==> src/hdl/fdsdc_pkg.sv <==
// shared types, codes, constants and glyph helpers for the segment display controller
package fdsdc_pkg;

	// operation codes
	localparam logic [3:0] OP_RAW_DIGIT  = 4'd0;
	localparam logic [3:0] OP_HEX_DIGIT  = 4'd1;
	localparam logic [3:0] OP_RAW_ALL    = 4'd2;
	localparam logic [3:0] OP_HEX_ALL    = 4'd3;
	localparam logic [3:0] OP_LITERAL    = 4'd4;
	localparam logic [3:0] OP_BRIGHTNESS = 4'd5;
	localparam logic [3:0] OP_OFF        = 4'd6;
	localparam logic [3:0] OP_CLEAR      = 4'd7;
	localparam logic [3:0] OP_COLON      = 4'd8;

	// bus command bytes
	localparam logic [7:0] CMD_DATA_AUTO  = 8'h40;
	localparam logic [7:0] CMD_DATA_FIXED = 8'h44;
	localparam logic [7:0] CMD_ADDR       = 8'hC0;
	localparam logic [7:0] CTRL_OFF       = 8'h80;
	localparam logic [7:0] CTRL_ON_BASE   = 8'h88;
	localparam logic [7:0] CTRL_RESET     = 8'h8F;
	localparam logic [7:0] COLON_BIT      = 8'h80;

	// decimal literal limit and reciprocal of ten (exact for values below 43690)
	localparam logic [15:0] DEC_MAX     = 16'd9999;
	localparam logic [15:0] RECIP_TEN   = 16'd52429;
	localparam int          RECIP_SHIFT = 19;

	// frame byte indexes
	localparam logic [2:0] FIXED_LAST = 3'd3;
	localparam logic [2:0] AUTO_LAST  = 3'd6;

	localparam logic [7:0] SEG_FONT [16] = '{
		8'h3F, 8'h06, 8'h5B, 8'h4F, 8'h66, 8'h6D, 8'h7D, 8'h07,
		8'h7F, 8'h6F, 8'h77, 8'h7C, 8'h39, 8'h5E, 8'h79, 8'h71
	};

	typedef enum logic [0:0] {
		FE_IDLE,
		FE_DEC
	} fe_state_t;

	// input transaction
	typedef struct packed {
		logic [3:0]  operation;
		logic [2:0]  position;
		logic [7:0]  digit_value;
		logic [15:0] literal_value;
		logic        radix_hex;
		logic [7:0]  brightness_percent;
		logic        colon_on;
		logic [7:0]  lane_0;
		logic [7:0]  lane_1;
		logic [7:0]  lane_2;
		logic [7:0]  lane_3;
	} cmd_t;

	// output transaction
	typedef struct packed {
		logic [7:0] bus_byte;
		logic       start_before;
		logic       stop_after;
		logic       frame_last;
	} bus_t;

	// snapshot of one frame to send
	typedef struct packed {
		logic            fixed;
		logic [1:0]      pos;
		logic [3:0][7:0] seg;
		logic [7:0]      ctrl;
	} frame_t;

	// hex value to glyph, blank above fifteen
	function automatic logic [7:0] hex_glyph(input logic [7:0] v);
		logic [7:0] g;
		begin
			if (v > 8'd15) begin
				g = 8'h00;
			end else begin
				g = SEG_FONT[v[3:0]];
			end
			return g;
		end
	endfunction

	// brightness level floor((7p+50)/100), saturating at seven
	function automatic logic [2:0] bright_level(input logic [7:0] p);
		logic [2:0] l;
		begin
			if (p >= 8'd93) begin
				l = 3'd7;
			end else if (p >= 8'd79) begin
				l = 3'd6;
			end else if (p >= 8'd65) begin
				l = 3'd5;
			end else if (p >= 8'd50) begin
				l = 3'd4;
			end else if (p >= 8'd36) begin
				l = 3'd3;
			end else if (p >= 8'd22) begin
				l = 3'd2;
			end else if (p >= 8'd8) begin
				l = 3'd1;
			end else begin
				l = 3'd0;
			end
			return l;
		end
	endfunction

endpackage

==> src/hdl/fdsdc_fifo.sv <==
// two-entry frame queue between command front end and byte sequencer
module fdsdc_fifo
	import fdsdc_pkg::*;
(
	input  logic   clk,
	input  logic   arst_n,
	input  logic   wr_en,
	input  frame_t wr_data,
	output logic   full,
	input  logic   rd_en,
	output frame_t rd_data,
	output logic   empty
);

	frame_t     mem_q [2];
	logic       wr_ptr_q;
	logic       rd_ptr_q;
	logic [1:0] count_q;

	assign full    = (count_q == 2'd2);
	assign empty   = (count_q == 2'd0);
	assign rd_data = mem_q[rd_ptr_q];

	// entry storage
	always_ff @(posedge clk) begin
		if (wr_en) begin
			mem_q[wr_ptr_q] <= wr_data;
		end
	end

	// pointers and fill count
	always_ff @(posedge clk or negedge arst_n) begin
		if (!arst_n) begin
			wr_ptr_q <= 1'b0;
			rd_ptr_q <= 1'b0;
			count_q  <= 2'd0;
		end else begin
			if (wr_en) begin
				wr_ptr_q <= ~wr_ptr_q;
			end
			if (rd_en) begin
				rd_ptr_q <= ~rd_ptr_q;
			end
			if (wr_en && !rd_en) begin
				count_q <= count_q + 2'd1;
			end else if (rd_en && !wr_en) begin
				count_q <= count_q - 2'd1;
			end
		end
	end

endmodule

==> src/hdl/fdsdc_front.sv <==
// command front end: decodes commands, updates display state, queues frames
module fdsdc_front
	import fdsdc_pkg::*;
(
	input  logic   clk,
	input  logic   arst_n,
	input  logic   cmd_valid,
	output logic   cmd_ready,
	input  cmd_t   cmd,
	output logic   push,
	output frame_t push_frame,
	input  logic   queue_full
);

	fe_state_t       state_q, state_d;
	logic [3:0][7:0] seg_q, seg_d;
	logic [7:0]      ctrl_q, ctrl_d;
	logic [1:0]      cnt_q, cnt_d;
	logic [13:0]     val_q, val_d;
	logic            accept;
	logic            pos_ok;
	logic [1:0]      pos;
	logic [29:0]     prod;
	logic [9:0]      quot;
	logic [13:0]     quot_x10;
	logic [3:0]      dec_digit;
	logic            dec_step;

	assign cmd_ready = (state_q == FE_IDLE) && !queue_full;
	assign accept    = cmd_valid && cmd_ready;
	assign pos_ok    = (cmd.position <= 3'd3);
	assign pos       = cmd.position[1:0];

	// one digit per cycle by reciprocal multiply; a full queue holds the last
	assign prod      = {16'd0, val_q} * {14'd0, RECIP_TEN};
	assign quot      = prod[RECIP_SHIFT+9:RECIP_SHIFT];
	assign quot_x10  = {1'b0, quot, 3'd0} + {3'd0, quot, 1'b0};
	assign dec_digit = 4'(val_q - quot_x10);
	assign dec_step  = (state_q == FE_DEC) && ((cnt_q != 2'd3) || !queue_full);

	// next state
	always_comb begin
		state_d = state_q;
		case (state_q)
			FE_IDLE: begin
				if (accept && (cmd.operation == OP_LITERAL) && !cmd.radix_hex
						&& (cmd.literal_value <= DEC_MAX)) begin
					state_d = FE_DEC;
				end
			end
			FE_DEC: begin
				if (dec_step && (cnt_q == 2'd3)) begin
					state_d = FE_IDLE;
				end
			end
			default: begin
				state_d = FE_IDLE;
			end
		endcase
	end

	// display state update and frame push
	always_comb begin
		seg_d              = seg_q;
		ctrl_d             = ctrl_q;
		cnt_d              = cnt_q;
		val_d              = val_q;
		push               = 1'b0;
		push_frame.fixed   = 1'b0;
		push_frame.pos     = pos;
		case (state_q)
			FE_IDLE: begin
				if (accept) begin
					case (cmd.operation)
						OP_RAW_DIGIT: begin
							if (pos_ok) begin
								seg_d[pos]       = cmd.digit_value;
								push             = 1'b1;
								push_frame.fixed = 1'b1;
							end
						end
						OP_HEX_DIGIT: begin
							if (pos_ok) begin
								seg_d[pos]       = hex_glyph(cmd.digit_value);
								push             = 1'b1;
								push_frame.fixed = 1'b1;
							end
						end
						OP_RAW_ALL: begin
							seg_d = {cmd.lane_3, cmd.lane_2, cmd.lane_1, cmd.lane_0};
							push  = 1'b1;
						end
						OP_HEX_ALL: begin
							seg_d[0] = hex_glyph(cmd.lane_0);
							seg_d[1] = hex_glyph(cmd.lane_1);
							seg_d[2] = hex_glyph(cmd.lane_2);
							seg_d[3] = hex_glyph(cmd.lane_3);
							push     = 1'b1;
						end
						OP_LITERAL: begin
							if (cmd.radix_hex) begin
								seg_d[0] = SEG_FONT[cmd.literal_value[15:12]];
								seg_d[1] = SEG_FONT[cmd.literal_value[11:8]];
								seg_d[2] = SEG_FONT[cmd.literal_value[7:4]];
								seg_d[3] = SEG_FONT[cmd.literal_value[3:0]];
								push     = 1'b1;
							end else if (cmd.literal_value <= DEC_MAX) begin
								val_d = cmd.literal_value[13:0];
								cnt_d = 2'd0;
							end
						end
						OP_BRIGHTNESS: begin
							ctrl_d = CTRL_ON_BASE | {5'd0, bright_level(cmd.brightness_percent)};
							push   = 1'b1;
						end
						OP_OFF: begin
							ctrl_d = CTRL_OFF;
							push   = 1'b1;
						end
						OP_CLEAR: begin
							seg_d = '0;
							push  = 1'b1;
						end
						OP_COLON: begin
							for (int i = 0; i < 4; i++) begin
								if (cmd.colon_on) begin
									seg_d[i] = seg_q[i] | COLON_BIT;
								end else begin
									seg_d[i] = seg_q[i] & ~COLON_BIT;
								end
							end
							push = 1'b1;
						end
						default: begin
							push = 1'b0;
						end
					endcase
				end
			end
			FE_DEC: begin
				// least significant digit lands in the last position first
				if (dec_step) begin
					seg_d[2'd3 - cnt_q] = SEG_FONT[dec_digit];
					val_d               = {4'd0, quot};
					cnt_d               = cnt_q + 2'd1;
					push                = (cnt_q == 2'd3);
				end
			end
			default: begin
				push = 1'b0;
			end
		endcase
		push_frame.seg  = seg_d;
		push_frame.ctrl = ctrl_d;
	end

	// control and display state
	always_ff @(posedge clk or negedge arst_n) begin
		if (!arst_n) begin
			state_q <= FE_IDLE;
			seg_q   <= '0;
			ctrl_q  <= CTRL_RESET;
			cnt_q   <= 2'd0;
		end else begin
			state_q <= state_d;
			seg_q   <= seg_d;
			ctrl_q  <= ctrl_d;
			cnt_q   <= cnt_d;
		end
	end

	// working value of the decimal conversion
	always_ff @(posedge clk) begin
		val_q <= val_d;
	end

endmodule

==> src/hdl/fdsdc_back.sv <==
// byte sequencer: walks queued frames and drives the output register
module fdsdc_back
	import fdsdc_pkg::*;
(
	input  logic   clk,
	input  logic   arst_n,
	input  logic   queue_empty,
	input  frame_t head,
	output logic   pop,
	output logic   bus_valid,
	input  logic   bus_ready,
	output bus_t   bus
);

	logic [2:0] byte_q;
	logic       out_valid_q;
	bus_t       out_q;
	bus_t       next_byte;
	logic       last_byte;
	logic       load;
	logic [1:0] seg_idx;

	assign load      = !queue_empty && (!out_valid_q || bus_ready);
	assign last_byte = head.fixed ? (byte_q == FIXED_LAST) : (byte_q == AUTO_LAST);
	assign pop       = load && last_byte;
	assign seg_idx   = 2'(byte_q - 3'd2);
	assign bus_valid = out_valid_q;
	assign bus       = out_q;

	// byte for the current position in the frame
	always_comb begin
		next_byte.bus_byte     = 8'h00;
		next_byte.start_before = 1'b0;
		next_byte.stop_after   = 1'b0;
		next_byte.frame_last   = 1'b0;
		if (head.fixed) begin
			case (byte_q)
				3'd0: begin
					next_byte.bus_byte     = CMD_DATA_FIXED;
					next_byte.start_before = 1'b1;
					next_byte.stop_after   = 1'b1;
				end
				3'd1: begin
					next_byte.bus_byte     = CMD_ADDR | {6'd0, head.pos};
					next_byte.start_before = 1'b1;
				end
				3'd2: begin
					next_byte.bus_byte   = head.seg[head.pos];
					next_byte.stop_after = 1'b1;
				end
				default: begin
					next_byte.bus_byte     = head.ctrl;
					next_byte.start_before = 1'b1;
					next_byte.stop_after   = 1'b1;
					next_byte.frame_last   = 1'b1;
				end
			endcase
		end else begin
			case (byte_q)
				3'd0: begin
					next_byte.bus_byte     = CMD_DATA_AUTO;
					next_byte.start_before = 1'b1;
					next_byte.stop_after   = 1'b1;
				end
				3'd1: begin
					next_byte.bus_byte     = CMD_ADDR;
					next_byte.start_before = 1'b1;
				end
				3'd2, 3'd3, 3'd4: begin
					next_byte.bus_byte = head.seg[seg_idx];
				end
				3'd5: begin
					next_byte.bus_byte   = head.seg[seg_idx];
					next_byte.stop_after = 1'b1;
				end
				default: begin
					next_byte.bus_byte     = head.ctrl;
					next_byte.start_before = 1'b1;
					next_byte.stop_after   = 1'b1;
					next_byte.frame_last   = 1'b1;
				end
			endcase
		end
	end

	// frame position and output valid
	always_ff @(posedge clk or negedge arst_n) begin
		if (!arst_n) begin
			byte_q      <= 3'd0;
			out_valid_q <= 1'b0;
		end else begin
			if (load) begin
				byte_q      <= last_byte ? 3'd0 : byte_q + 3'd1;
				out_valid_q <= 1'b1;
			end else if (bus_ready) begin
				out_valid_q <= 1'b0;
			end
		end
	end

	// output payload
	always_ff @(posedge clk) begin
		if (load) begin
			out_q <= next_byte;
		end
	end

endmodule

==> src/hdl/four_digit_segment_display_ctrl.sv <==
// top level of the four-digit segment display controller
// path: a frame passes the frame queue and output register; a decimal literal first
// has its four digits extracted in the front end
// throughput: one bus byte per cycle while a frame waits and the receiver is ready;
// the sequencer paces commands; a two-frame queue lets them arrive while bytes go out
// reset: segments cleared, control byte 0x8F, queue and output register empty
module four_digit_segment_display_ctrl
	import fdsdc_pkg::*;
(
	input  logic clk,
	input  logic arst_n,
	input  logic cmd_valid,
	output logic cmd_ready,
	input  cmd_t cmd,
	output logic bus_valid,
	input  logic bus_ready,
	output bus_t bus
);

	logic   push;
	frame_t push_frame;
	logic   queue_full;
	logic   queue_empty;
	logic   pop;
	frame_t head;

	// command decode and display state
	fdsdc_front u_front (
		.clk        (clk),
		.arst_n     (arst_n),
		.cmd_valid  (cmd_valid),
		.cmd_ready  (cmd_ready),
		.cmd        (cmd),
		.push       (push),
		.push_frame (push_frame),
		.queue_full (queue_full)
	);

	// frame queue
	fdsdc_fifo u_fifo (
		.clk     (clk),
		.arst_n  (arst_n),
		.wr_en   (push),
		.wr_data (push_frame),
		.full    (queue_full),
		.rd_en   (pop),
		.rd_data (head),
		.empty   (queue_empty)
	);

	// bus byte sequencing
	fdsdc_back u_back (
		.clk         (clk),
		.arst_n      (arst_n),
		.queue_empty (queue_empty),
		.head        (head),
		.pop         (pop),
		.bus_valid   (bus_valid),
		.bus_ready   (bus_ready),
		.bus         (bus)
	);

endmodule

==> config.mk <==
export PLATFORM = sky130hd
export DESIGN_NAME = four_digit_segment_display_ctrl
export DESIGN_NICKNAME = d
export VERILOG_FILES = /design/src/hdl/fdsdc_pkg.sv /design/src/hdl/fdsdc_fifo.sv /design/src/hdl/fdsdc_front.sv /design/src/hdl/fdsdc_back.sv /design/src/hdl/four_digit_segment_display_ctrl.sv
export SDC_FILE = /design/constraint.sdc
export NUM_CORES = 1
export LEC_CHECK = 0
export BUFFER_PORTS_ARGS = -buffer_cell sky130_fd_sc_hd__buf_4
export CAP_MARGIN = 20
export CELL_PAD_IN_SITES_DETAIL_PLACEMENT = 0
export CELL_PAD_IN_SITES_GLOBAL_PLACEMENT = 1
export CORE_AREA = 4 4 228 230
export CTS_CLUSTER_DIAMETER = 60
export DETAILED_ROUTE_END_ITERATION = 7
export DIE_AREA = 0 0 232 234
export PLACE_DENSITY = 0.55
export SYNTH_ARGS = -nofsm -noshare
export SYNTH_HDL_FRONTEND = slang
export SYNTH_SLANG_ARGS = --single-unit
==> constraint.sdc <==
create_clock -name clk -period 19.5 [get_ports clk]
set_input_delay 0.975 -clock clk [delete_from_list [all_inputs] [get_ports clk]]
set_output_delay 0.975 -clock clk [all_outputs]
set_load 0.05 [all_outputs]
Word-level counts from Yosys, hierarchy flattened
Memories as Yosys holds them, arrays and structs flattened.
Index checks and enable logic that the tools add are counted.
- RAM bits: 86
- memory bits (read-only): 1280
- logic and storage cells: 237
- flip-flop bits (word level): 76
- memories: 11
- reductions and logical operators: 33
- bitwise operators: 13
- equal/unequal tests: 22
- multipliers: 1
- add/sub/neg operators: 8
- mux-type cells: 102
- $lt $le $gt $ge: 30
- memory list (memory ; depth ; width ; read ports ; clocked after memory_dff ; wr ports ; line ; RTL):
    (name not given) ; 16 ; 8 ; 1 ; 0 ; 0 ; fdsdc_pkg.sv:81 ; g = SEG_FONT[v[3:0]];
    (name not given) ; 16 ; 8 ; 1 ; 0 ; 0 ; fdsdc_pkg.sv:81 ;
    (name not given) ; 16 ; 8 ; 1 ; 0 ; 0 ; fdsdc_pkg.sv:81 ;
    (name not given) ; 16 ; 8 ; 1 ; 0 ; 0 ; fdsdc_pkg.sv:81 ;
    (name not given) ; 16 ; 8 ; 1 ; 0 ; 0 ; fdsdc_front.sv:102 ; seg_d[0] = SEG_FONT[cmd.literal_value[15:12]];
    (name not given) ; 16 ; 8 ; 1 ; 0 ; 0 ; fdsdc_front.sv:103 ; seg_d[1] = SEG_FONT[cmd.literal_value[11:8]];
    5 more memories ; - ; - ; - ; - ; - ; - ;
- operators with widths (cell ; count):
    $mux W8 ; 39
    $pmux W32 S7 ; 1
    $mux W32 ; 5
    $bwmux W32 ; 3
    $mux W14 ; 5
    $pmux W32 S2 ; 1
    $ge A5 B5 Y1 const B ; 10
    $not A4 Y5 ; 10
    $pmux W8 S3 ; 2
    $gt A8 B4 Y1 const B ; 5
    $bmux W8 S2 ; 2
    $demux W8 S2 ; 2
    $mul A14 B16 Y29 const B ; 1
    $pmux W14 S2 ; 1
    $ge A8 B7 Y1 const B ; 3
    $mux W1 ; 21
    $mux W3 ; 7
    $eq A4 B3 Y1 const B ; 4
    $ge A8 B6 Y1 const B ; 2
    $le A16 B14 Y1 const B ; 1
    $pmux W8 S2 ; 1
    $mux W2 ; 7
    $logic_and A1 B1 Y1 ; 13
    $lt A2 B3 Y1 const B ; 4
    other kinds (36) ; 59

Depth between registers and ports, before layout
- word-level depth: 14
- mapped depth: 30

Cells and area by module
A second synthesis with hierarchy kept.
- cell total of the unflattened synthesis: 1513
- area total of the unflattened synthesis: 15026.9 µm²
- by module, submodules not included (module ; seq. area each (µm²) ; area each (µm²) ; instances ; cells an instance):
    fdsdc_front ; 1502.7 ; 10184.8 ; 1 ; 1255
    fdsdc_fifo ; 2682.6 ; 3490.8 ; 1 ; 150
    fdsdc_back ; 430.4 ; 1351.3 ; 1 ; 108

Least setup slack after synthesis
OpenSTA, ideal clock, no wires.
- path kind: register -> register
- start point: reg u_front.val_q[12]
- end point: mem u_fifo.mem_q[0][38] (netlist name) (data pin)
- required time: 19231 ps
- arrival: 6899 ps
- stages on the path, launching flop included: 28
- path slack: 12332 ps
- cell sequence: edfxtp_1 inv_1 ha_1 fa_1 fa_1 fa_1 inv_1 fa_1 inv_1 fa_1 inv_1 ha_1 nand4_2 nor3_2 nor2_1 nand3_1 a21oi_1 xnor2_1 ha_1 nor3b_1 nor3_1 a211o_1 nor3_1 xnor2_1 buf_6 nand2_1 o22a_1 a221o_1
- RTL lines (what ; line ; RTL):
    start: declaration ; fdsdc_front.sv:19 ; logic [13:0] val_q, val_d;
    start signal: assignment ; fdsdc_front.sv:174 ; val_q <= val_d;
    end: declaration ; fdsdc_fifo.sv:15 ; frame_t mem_q [2];

==> metrics.md <==
| Metric | Value |
|---|---|
| Max_slew headroom | `32.6%` |
| EDFF count, synth | `111` |
| CP required | `19650 ps` |
| Ys flop type | `edfxtp_1` |
| Post-CTS setup buffers | `0` |
| Global routing usage on met3 | `3.27%` |
| Netlist cell types | `81` |
| Overflow after GRT | `0` |
| Core area | `49900 µm²` |
| Synth async-reset ratio | `31.5%` |
| Max Cap Viol | `0` |
| Seq/Total Area, Yosys | `31.1%` |
| Cts bufs inserted | `17` |
| IO buf count | `89` |
| DR pass1 iterations | `5` |
| Critical Path AT | `8250 ps` |
| Fin util | `33.6%` |
| DRT antenna net count | `0` |
| Slew @ Worst Pin | `1010 ps` |
| Starting Density | `29.8%` |
| Min Tclk post-route | `8100 ps` |
| Yosys warns | `0` |
| Vias in the first global route | `12.2k` |
| Main combinational cell family by area after synthesis | `adder cells` |
| Outcome | `finished, final reports clean` |
| Post-cts resize count | `0` |
| CP Max Fanout | `12` |
| Endpoint class of the critical path | `flip-flop` |
| Period utilization | `41.6%` |
| Clk sinks | `162` |
| Synthesized flop and latch total | `162` |
| Design Area, Final | `16800 µm²` |
| DRC Markers | `0` |
| RSZ-0062 raised after global routing | `false` |
| Syn Nets | `1828` |
| First-pass GRT wire length | `75300 µm` |
| Initial antenna violation count | `0` |
| Placed cell area | `16200 µm²` |
| Dominant cells by area after synthesis | `edfxtp_1, ha_1, dfrtp_1, fa_1, mux4_2` |
| CTS clk-pin slew, worst paths | `70 ps` |
| Largest net degree at the start of global routing | `60` |
| Worst Skew | `13.4 ps` |
| Clock buffer depth | `2` |
| Row count | `82` |
| Initial DRC Count | `896` |
| Hold Buf Count CTS | `0` |
| Synth Area in Compound Gates | `18.8%` |
| Kind of critical path | `reg -> reg` |
| Yosys top cell area share | `22.5%` |
| Vias per cell | `5.33` |
| GRT Max-Usage Layer | `met2` |
| Fill cells | `5177` |
| Post-synth top area cell | `edfxtp_1` |
| Area growth syn-to-layout | `13.1%` |
| Simple-Gate Fraction of Synth Area | `11.9%` |
| Synthesized instance count | `1529` |
| Final #Nets | `1874` |
| Clk_lat worst skew | `450 ps` |
| Final WL | `49800 µm` |
| Setup tns final | `0 ps` |
| HPWL Detailed | `39200 µm` |
| Antenna cells | `0` |
| Gpl congestion | `0.874` |
| Most common cell after layout, fill and taps aside | `ha_1` |
| Vias | `12.0k` |
| GR Layer Usage met1 | `25.8%` |
| Endpoints failing setup | `0` |
| Cell area after synthesis | `14800 µm²` |
| Hold Fails Final Rpt | `0` |
| Adder-cell share of the synthesized area | `21.5%` |
| Most frequent cells in the layout | `ha_1, inv_1, nand2_1, edfxtp_1, a21oi_1` |
| Mux contribution to synthesized area | `9.50%` |
| Critical path startpoint category | `flip-flop` |
| Chip Height | `234 µm` |
| Share of cells above drive strength 1 | `12.7%` |
| Syn Area/Cell | `9.70 µm²` |
| Max Freq | `123 MHz` |
| Avg WL per Cell | `22.0 µm` |
| Die area | `54300 µm²` |
| H-tree levels | `4` |
| Clock root cell | `clkbuf_16` |
| Die width | `232 µm` |
| Final slew viol count | `0` |
| Global Route Usage Sum | `18.4%` |
| Type of the most critical hold path | `reg -> reg` |
| Ports | `90` |
| CTS tree | `built` |
| M2 GR Usage | `29.5%` |
| Post-synthesis xor/xnor area fraction | `1.48%` |
## flip-flops by register name, summed over array words and instances, names as in the netlist
signal            cells
u_back.bus           11
u_back.bus_valid      1
u_back.byte_q         3
u_fifo.count_q        2
u_fifo.mem_q         86
u_fifo.rd_ptr_q       1
u_fifo.wr_ptr_q       1
u_front.cnt_q         2
u_front.ctrl_q        8
u_front.seg_q        32
u_front.state_q       1
u_front.val_q        14
## routing by layer
layer	share of wire [%]	up-vias
met5	0	-
met4	2.2	0
met3	5.5	39
met2	45	347
met1	47	5953
li1	-	5698
## final cells by class
cell class                      count  area, µm²  share of cell area, %
Timing Repair Buffer              101        771                   4.59
Inverter                          146        548                   3.27
Tap cell                          672        841                   5.01
Clock buffer                       17        425                   2.54
Multi-Input combinational cell   1147       9410                   56.1
Clock inverter                     15        165                  0.985
Sequential cell                   162       4620                   27.5
## metrics by stage
stage               hold WS (ps)  cells  worst slack, ps
finish                       503   2260            11400
global placement             481   2226            11440
detailed placement           489   2228            11440
floorplan                    462   1529            12330
global route                 534   2260            10910
CTS                          505   2260            11410
## Yosys cell counts (7+ instances only)
library cell / n
edfxtp_1: 111
and2_1: 19
nand2b_1: 17
dfrtp_1: 46
mux2i_1: 62
nand3_1: 27
o211ai_1: 19
a31oi_1: 15
buf_1: 7
a221o_1: 24
a21oi_1: 108
nor2b_1: 22
nand2_1: 128
nor4_1: 7
fa_1: 54
ha_1: 168
inv_1: 144
a22oi_1: 26
clkbuf_1: 64
mux2_2: 10
o22ai_1: 11
a221oi_1: 10
a211oi_1: 19
o221ai_1: 13
nor3_1: 23
xor2_1: 13
o22a_1: 7
xnor2_1: 12
nor2_1: 104
and3_1: 9
mux4_2: 30
o21ai_0: 93
## worst paths after layout
path	from	endpoint	slack (ps)	depth (start not counted)
worst max-delay path	u_front.val_q[8]	u_fifo.mem_q[0][13]	11400	27
worst min-delay path	u_front.ctrl_q[4]	u_front.ctrl_q[4]	500	1
worst max register to register	u_front.val_q[8]	u_fifo.mem_q[0][13]	11400	27
worst min register to register	u_front.ctrl_q[4]	u_front.ctrl_q[4]	500	1
max in group asynchronous	arst_n	u_front.state_q	18360	1
min in group asynchronous	arst_n	u_front.ctrl_q[6]	590	1
## kinds of logic (layout without fill, tap and decap cells)
group,Yosys count,in the layout
adders and majority gates,223,223
AOI/OAI and AO/OA,417,417
xor gates and xnor gates,25,25
and+or+nand+nor,380,380
muxes,102,102
DFF,162,162
buffers and inverters,220,279
## critical path, cell delays in order, from the launching register on
cell and delay (ps):
edfxtp_1 480, ha_1 350, inv_1 60, fa_1 580
fa_1 470, fa_1 540, inv_1 50, fa_1 500
inv_1 60, fa_1 510, inv_1 40, ha_1 280
nand4_2 150, nor3_2 320, nor2_1 120, nand3_1 180
a21oi_1 110, xnor2_1 170, ha_1 350, nor3b_1 450
nor3_1 130, a211o_1 310, nor3_1 220, xnor2_1 230
buf_4 260, nand2_1 90, o22ai_1 490, o21ai_0 270
Power is not shown: default switching activity piles up to over one toggle a cycle in this logic, so the estimate is an artifact.
